<file path="config.mk">
export PLATFORM = sky130hd
export DESIGN_NAME = pd_front
export DESIGN_NICKNAME = d
export VERILOG_FILES = /design/src/rtl/pd_pkg.sv /design/src/rtl/pd_front.sv
export SDC_FILE = /design/constraint.sdc
export NUM_CORES = 1
export LEC_CHECK = 0
export BUFFER_PORTS_ARGS = -buffer_cell sky130_fd_sc_hd__buf_2
export CORE_MARGIN = 2
export CORE_UTILIZATION = 35
export DETAILED_ROUTE_END_ITERATION = 10
export GPL_ROUTABILITY_DRIVEN = 0
export HOLD_SLACK_MARGIN = 0.02
export SLEW_MARGIN = 20
export SYNTH_ARGS = -nofsm -noshare
export SYNTH_HDL_FRONTEND = slang
export SYNTH_SLANG_ARGS = --single-unit
export TNS_END_PERCENT = 100
</file>
<file path="constraint.sdc">
create_clock -name i_clk -period 6 [get_ports i_clk]
set_input_delay 0.6 -clock i_clk [delete_from_list [all_inputs] [get_ports i_clk]]
set_output_delay 0.6 -clock i_clk [all_outputs]
set_load 0.01 [all_outputs]
</file>
<file path="src/rtl/pd_pkg.sv">
// Shared types and constants of the polyline densifier.
package pd_pkg;
    localparam int COORD_W   = 32;
    localparam int DIFF_W    = 33;
    localparam int MAG_W     = 32;
    localparam int SQ_W      = 66;
    localparam int LEN_W     = 33;
    localparam int SPACING_W = 21;
    localparam int GAP_W     = 31;
    localparam int CFG_IDX_W = 1;
    localparam logic [CFG_IDX_W-1:0] CFG_SPACING = 1'b0;
    localparam logic [CFG_IDX_W-1:0] CFG_GAP     = 1'b1;
    localparam logic [SPACING_W-1:0] SPACING_RST = 21'd1024;
    localparam logic [GAP_W-1:0]     GAP_RST     = 31'd1024;

    // Job handed from the front part to the back part.
    typedef struct packed {
        logic                       seg;      // a segment prev->cur is measured
        logic                       last;     // emit the waypoint itself afterwards
        logic signed [COORD_W-1:0]  px;
        logic signed [COORD_W-1:0]  py;
        logic signed [COORD_W-1:0]  cx;
        logic signed [COORD_W-1:0]  cy;
    } t_job;

    // One result point.
    typedef struct packed {
        logic signed [COORD_W-1:0] x;
        logic signed [COORD_W-1:0] y;
        logic                      run_last;
        logic                      path_end;
        logic                      capped;
    } t_res;
endpackage

</file>
<file path="src/rtl/pd_front.sv">
// Front part: accepts waypoints, keeps the previous one and queues jobs.
module pd_front (
    input  logic            i_clk,
    input  logic            i_rst_n,
    input  logic            i_valid,
    output logic            o_ready,
    input  logic [31:0]     i_x,
    input  logic [31:0]     i_y,
    input  logic            i_last,
    output logic            o_job_valid,
    input  logic            i_job_ready,
    output pd_pkg::t_job    o_job
);
    import pd_pkg::*;

    // Two-entry queue between front and back.
    t_job r_q [2];
    logic r_wp, r_rp;
    logic [1:0] r_cnt;
    logic signed [COORD_W-1:0] r_px, r_py;
    logic r_have;
    logic w_push, w_pop;
    t_job w_job;

    assign o_ready     = (r_cnt != 2'd2);
    assign w_push      = i_valid && o_ready;
    assign o_job_valid = (r_cnt != 2'd0);
    assign w_pop       = o_job_valid && i_job_ready;
    assign o_job       = r_q[r_rp];

    always_comb begin
        w_job.seg  = r_have;
        w_job.last = i_last;
        w_job.px   = r_px;
        w_job.py   = r_py;
        w_job.cx   = i_x;
        w_job.cy   = i_y;
    end

    always_ff @(posedge i_clk) begin
        if (w_push) begin
            r_q[r_wp] <= w_job;
        end
        if (!i_rst_n) begin
            r_wp <= 1'b0;
            r_rp <= 1'b0;
            r_cnt <= 2'd0;
            r_have <= 1'b0;
            r_px <= '0;
            r_py <= '0;
        end else begin
            if (w_push) begin
                r_wp <= ~r_wp;
                r_have <= ~i_last;
                r_px <= i_last ? '0 : i_x;
                r_py <= i_last ? '0 : i_y;
            end
            if (w_pop) r_rp <= ~r_rp;
            r_cnt <= r_cnt + {1'b0, w_push} - {1'b0, w_pop};
        end
    end
endmodule

</file>
# Yosys cells after proc, flatten, opt, wreduce, memory -nomap -nowiden

Memory sizes are Yosys's and may differ from the RTL's. A register that Yosys moved wholly into a read port is not among the register bits.
Cells that the tools add are included.

Add/sub/neg operators: 2
Equal/unequal tests: 1
Multiplexer cells: 6
Bitwise logic cells: 3
Reduce and logical (&&, ||, !) cells: 3

Operators by type and width:

| kind                                          | count |
|---|---|
| 32-bit 2-to-1 mux                             | 2 |
| 1-bit 2-to-1 mux                              | 4 |
| 1-bit inverter                                | 3 |
| 2-bit by 1-bit adder with 2-bit output        | 1 |
| 1-bit logical AND                             | 2 |
| 2-bit inequality test (second input constant) | 1 |
| 2-bit nonzero test                            | 1 |
| 2-bit by 1-bit subtractor with 2-bit output   | 1 |

Register bits: 69
Bits in writable memories: 260
Input bits: 69
Output and inout port bits: 132
Logic and storage cells: 22
Memories kept: 1

Memories:

| memory | words | width | read ports | clocked after memory_dff | wr ports | RTL line       | source |
|---|---|---|---|---|---|---|---|
| r_q    | 2     | 130   | 1          | 1                        | 1        | pd_front.sv:17 | `t_job r_q [2];` |

# Depth between registers and ports, before layout

Gate-level depths: netlist of the first run.

Depth in word-level cells: 4
Depth in mapped cells: 10
Depth with buffers taken out: 9

# Worst setup path after synthesis of the first run

OpenSTA, ideal clock, no wires.

Path type: input to register
Start: input port i_valid
End: memory r_q[1][0] in the netlist's numbering, enable pin
Library setup time: 505 ps
Arrival: 4094 ps
Data required time: 5495 ps
Path slack: 1401 ps
Cell stages on the path: 4
Path buffers: 3
Cell sequence: buf_4 > buf_4 > buf_2 > and3_1

Cells in the longest elaborated chain, start to end: 3

Ends and longest elaborated chain:

| what                                   | RTL line       | source |
|---|---|---|
| start: declaration                     | pd_front.sv:5  | `input logic i_valid,` |
| 1-bit logical AND                      | pd_front.sv:26 | `assign w_push = i_valid && o_ready;` |
| 1-bit 2-to-1 mux                       | pd_front.sv:41 | `if (w_push) begin` |
| 1-bit 2-to-1 mux (not written as such) | pd_front.sv:42 | `r_q[r_wp] <= w_job;` |
| end: declaration                       | pd_front.sv:17 |  |

No other way between the ends.

==> results of run 1 <==
[layout make-up]
cell class	instances	area share, %
Clock buffer	50	6.72
Timing Repair Buffer	209	7.22
Multi-Input combinational cell	342	19.0
Inverter	5	0.177
Clock inverter	16	0.828
Sequential cell	330	62.2
Tap cell	455	3.84
[per-layer routing]
layer | track usage [%] | vias up | part of all wire [%]
li1 | - | 3244 | -
met4 | 3.73 | 2 | 2.1
met3 | 2.91 | 45 | 6.6
met1 | 18.0 | 3401 | 44
met5 | 0 | - | 0.044
met2 | 21.7 | 234 | 47
[how the worst min path moves through the flow]
stage	slack, ns	endpoint	startpoint
after global placement	0.42	r_q[0][121]$_DFFE_PP_	r_px[25]$_SDFFE_PN0N_
after floorplan	0.42	r_q[0][111]$_DFFE_PP_	r_px[15]$_SDFFE_PN0N_
after CTS	0.28	r_q[0][62]$_DFFE_PP_	i_x[30]
after detailed placement	0.43	r_q[0][113]$_DFFE_PP_	r_px[17]$_SDFFE_PN0N_
after global routing	0.28	r_q[0][62]$_DFFE_PP_	i_x[30]
final	0.30	r_q[0][62]$_DFFE_PP_	i_x[30]
[power breakdown]
| part | switching, mW | internal, mW |
|---|---|---|
| Combinational | 0.886 | 0.585 |
| Clock | 0.857 | 1.21 |
| Sequential | 0.120 | 2.85 |
[metrics by stage]
step | utilization (%) | hold WS [ns]
after floorplan | - | 0.419
after detailed placement | 39.4 | 0.433
after global placement | 39.4 | 0.424
after CTS | 42.7 | 0.279
after global routing | 42.7 | 0.281
final | 42.7 | 0.301
[sequential cells by signal, indices dropped and copies added (netlist names), named ones only]
register and flops:
r_q 260, r_px 32, r_py 32, r_cnt 2
r_have 1, r_rp 1, r_wp 1
[cell families (layout without fill, tap and decap cells)]
kind of cell             count (synthesis)  in the layout  synth area share, %
AO/OA/AOI/OAI                          133            133                 5.47
XOR/XNOR                                 2              2                0.141
adder cells (fa/ha/maj)                  2              2                0.202
buffers and inverters                   62            280                 2.98
flip-flops                             330            330                 74.3
multiplexers                           130            130                 11.8
AND/OR/NAND/NOR                         75             75                 5.05
[critical path, delay by kind of cell, from the launching register on]
| kind | cells | cell delay [ns] |
|---|---|---|
| flops | 1 | 0.70 |
| mux | 1 | 0.43 |
| buf+inv | 2 | 0.80 |
[cell usage in the layout (no fill, tap or decap), types with 4 or more instances in the layout]
master and instances:
clkbuf_1 11, inv_6 4, clkinv_2 6, a21oi_1 66, clkbuf_16 37, nand4b_1 64, o21ai_0 25, mux2_2 60
edfxtp_1 260, buf_2 200, mux2_1 70, dfxtp_1 69, buf_4 9, o21ai_1 40
==> results.yml, run 1 <==
yosys:
  yosys-top-cells-area: "edfxtp_1, dfxtp_1, mux2_1"
  synthArstFlopShare_pct: 0
  ys_seq_elements: 330
  synth_top_area_share_pct: 63.0
  synth_most_common_cell: "edfxtp_1"
  syn_inst: 734
  syn-num-nets: 805
  syn_area_per_cell_um2: 16.9
  yosysUniqueCellTypes: 29
  yosys_warnings: 0
  synth-edff-count: 260
  yosys-top-cells-count: "edfxtp_1, dfxtp_1, mux2_1"
  synthFlopType: "edfxtp_1"
  yosysSeqAreaShare_pct: 74.3
  synth_largest_area_cell: "edfxtp_1"
  syn-cell-area_um2: 12400
critical_path:
  worstPathMaxFanout: 46
  cp-endpoint: "o_job[95]"
  r2r_slack_ns: 3.03
  crit_path_cell_trace: "buf_4 -> mux2_1 -> buf_2"
  worstSetupStartpointType: "flop"
  cp.arrival_ns: 2.50
  crit_slowest_cell: "dfxtp_4"
  cp_data_required_time_ns: 5.40
  rr_endpoint: "r_q[1][49]$_DFFE_PP_"
  crit_type: "reg -> out"
  crit_path_max_incr_delay_ns: 0.70
  endpoint_kind: "primary output"
  r2r_start: "r_cnt[1]$_SDFF_PN0_"
  ff2ff_path_depth: 4
placed_design:
  place_area_um2: 13700
  io_buffers: 200
  post-place-cells: 1341
  pre_cts_slack_ns: 2.67
  dp_hpwl_um: 14600
cells_and_area:
  antenna_cells: 0
  instances_no_fill: 1407
  fillCellCount: 3155
  nets: 995
  seqCellArea_um2: 9210
  syn_to_final_growth_pct: 19.5
  multi_input_area_um2: 2820
  finish.instance_area_um2: 14800
  drive_above_1_share_pct: 34.7
power_and_ir_drop:
  ir_drop_mv: 0.268
  power.total_mw: 6.51
  p_leak_nw: 5.26
  cellPowerDensity_nw_per_um2: 440
clock_tree:
  clk_pin_slew_ns: 0.06
  cts_resized: 0
  post_cts_buffers: 0
  numCtsBuffers: 36
  clk_path_buf_depth: 3
  cts.sinks: 330
  cts_tree: "done"
  clock-root-buffer: "clkbuf_16"
  cts_hold_buffers: 0
  htree_levels: 2
  insertion_delay_ns: 0.51
route:
  viasPerCell: 4.92
  vias: 6926
  firstDrtPassIters: 5
  drc: 0
  initialDrtViolationCount: 415
  postRouteAntennaNets: 0
  routed_wl_um: 25200
  routedWlPerCell_um: 17.9
sta:
  hold_viol: 0
  period_share_pct: 51.7
  tightest_slew_ns: 1.08
  slew-limit-headroom_pct: 28.3
  setup_viol: 0
  fin_tns_setup_ns: 0
  rsz0062_at_grt: "no"
  skew_ns: 0.00747
  finalCriticalPeriod_ns: 3.10
  worst_slack_ns: 2.90
  drv_slew: 0
  max_freq_mhz: 322
global_route:
  overflow: 0
  grt_max_degree: 95
  grt_antenna_before_repair: 1
  grt_use_total_pct: 13.3
  grt_pass1_vias: 6776
  grt_pass1_wl_um: 38300
floorplanning:
  core_um2: 34700
  start_util_pct: 35.7
  die_y_um: 192
  row_count: 68
  dieArea_um2: 36900
  die_w_um: 192
  ios: 201
job:
  drv_cap: 0
min_path:
  hold_path_depth: 1
  hold_path_class: "in -> reg"
status:
  status: "finished clean"
(Power assumes the default switching activity.)
==> inputs of run 2 (changes only) <==
==> constraint.sdc (replaced) <==
create_clock -name i_clk -period 2.5 [get_ports i_clk]
set_input_delay 0.25 -clock i_clk [delete_from_list [all_inputs] [get_ports i_clk]]
set_output_delay 0.25 -clock i_clk [all_outputs]
set_load 0.01 [all_outputs]
==> run 2 against run 1 <==
Setup slack got worse by 2.6 ns. Register-to-register slack got worse by 2.4 ns. Clock power rose by 150%. Final area rose by 5.8%. Non-clock buffer count rose by 76. Total power rose by 150%.
==> results.yml, run 2 (synthesis results as in run 1) <==
status:
  status: "finished clean"
floorplanning:
  start_util_pct: 35.7
  ios: 201
  die_y_um: 192
  row_count: 68
  dieArea_um2: 36900
  core_um2: 34700
  die_w_um: 192
placed_design:
  place_area_um2: 13900
  dp_hpwl_um: 15600
  post-place-cells: 1352
  io_buffers: 200
critical_path:
  r2r_start: "r_cnt[0]$_SDFF_PN0_"
  r2r_slack_ns: 0.66
  crit_type: "reg -> out"
  endpoint_kind: "primary output"
  worstSetupStartpointType: "flop"
  cp_data_required_time_ns: 2.25
  worstPathMaxFanout: 23
  cp.arrival_ns: 1.97
  cp-endpoint: "o_job[120]"
  rr_endpoint: "r_q[0][92]$_DFFE_PP_"
  ff2ff_path_depth: 4
sta:
  hold_ws_ns: 0.168
  rsz0062_at_grt: "no"
  skew_ns: 0.00956
  hold_viol: 0
  setup_viol: 0
  tightest_slew_ns: 0.810
  drv_slew: 0
  fin_tns_setup_ns: 0
  finalCriticalPeriod_ns: 2.22
  max_freq_mhz: 449
  period_share_pct: 89.0
  slew-limit-headroom_pct: 46.0
global_route:
  grt_antenna_before_repair: 1
  grt_pass1_vias: 6981
  grt_use_total_pct: 13.9
  grt_pass1_wl_um: 39400
  overflow: 0
  grt_max_degree: 68
cells_and_area:
  instances_no_fill: 1480
  largest_reg_flops: 260
  final_cell_mix: "edfxtp_1, buf_2, mux2_1"
  drive_above_1_share_pct: 33.3
  top_register: "r_q"
  nets: 1070
  reg.largest.list: "r_q x260, r_px x32, r_py x32"
  layout_commonest_cell: "edfxtp_1"
  antenna_cells: 0
  finish.instance_area_um2: 15700
  syn_to_final_growth_pct: 26.5
clock_tree:
  numCtsBuffers: 35
  cts.sinks: 330
  insertion_delay_ns: 0.50
  clk_pin_slew_ns: 0.06
  cts_tree: "done"
  post_cts_buffers: 0
  clk_path_buf_depth: 3
  htree_levels: 2
  clock-root-buffer: "clkbuf_16"
route:
  drc: 0
  vias: 7215
  routed_wl_um: 26700
  firstDrtPassIters: 5
  postRouteAntennaNets: 0
  initialDrtViolationCount: 362
  routedWlPerCell_um: 18.1
  viasPerCell: 4.88
min_path:
  hold_path_class: "in -> reg"
job:
  drv_cap: 0
power_and_ir_drop:
  power.total_mw: 16.1
  cellPowerDensity_nw_per_um2: 1020
  ir_drop_mv: 0.670
  p_leak_nw: 5.62
==> run 2: how the worst min path moves through the flow <==
stage / start / endpoint / slack, ns / cells after the start
after floorplan: i_y[0] / r_q[0][0]$_DFFE_PP_ / 0.35 / 0
after global placement: r_px[29]$_SDFFE_PN0N_ / r_q[1][125]$_DFFE_PP_ / 0.43 / 0
after detailed placement: r_px[30]$_SDFFE_PN0N_ / r_q[1][126]$_DFFE_PP_ / 0.43 / 0
after CTS: i_valid / r_wp$_SDFFE_PN0N_ / 0.15 / 4
after global routing: i_valid / r_wp$_SDFFE_PN0N_ / 0.17 / 4
final: i_valid / r_wp$_SDFFE_PN0N_ / 0.17 / 4
==> run 2: where the power goes <==
group	switching (mW)	internal (mW)
combinational	2.23	1.62
sequential	0.269	6.84
clock	2.03	3.07
total	4.53	11.5
==> run 2: area by class of cell <==
cell class	count	area, um2
clock buffers	45	976
clock inverters	18	165
fillers	3079	19000
inverters	5	25.0
multi-input cells	342	2820
flip-flops and latches	330	9210
well taps	455	569
repair buffers	285	1900
==> run 2: per-layer routing <==
metal | routed length (um) | share of wire, % | GRT usage (%) | vias up
li1 | - | - | - | 3379
met1 | 11700 | 44 | 18.5 | 3574
met2 | 12800 | 48 | 22.6 | 220
met3 | 1630 | 6.1 | 3.27 | 40
met4 | 537 | 2.0 | 4.11 | 2
met5 | 13 | 0.049 | 0 | -
==> run 2: critical path: stages, from the launching register on <==
cell and delay, ns:
dfxtp_4 0.62, buf_4 0.33, mux2_2 0.38, buf_2 0.14
==> run 2: what timing repair did <==
action                                  in CTS  in global routing
endpoints found under the hold margin      129                  0
hold buffers                                65                  0
resized for setup                            0                  0
endpoints found under the setup margin       0                  0
==> run 2: per-stage QoR <==
| stage | util (%) | worst slack (ns) |
|---|---|---|
| global placement | 40.0 | 0.591 |
| CTS | 45.1 | 0.216 |
| global route | 45.1 | 0.165 |
| floorplan | - | -0.594 |
| detailed placement | 40.0 | 0.599 |
| finish | 45.1 | 0.275 |
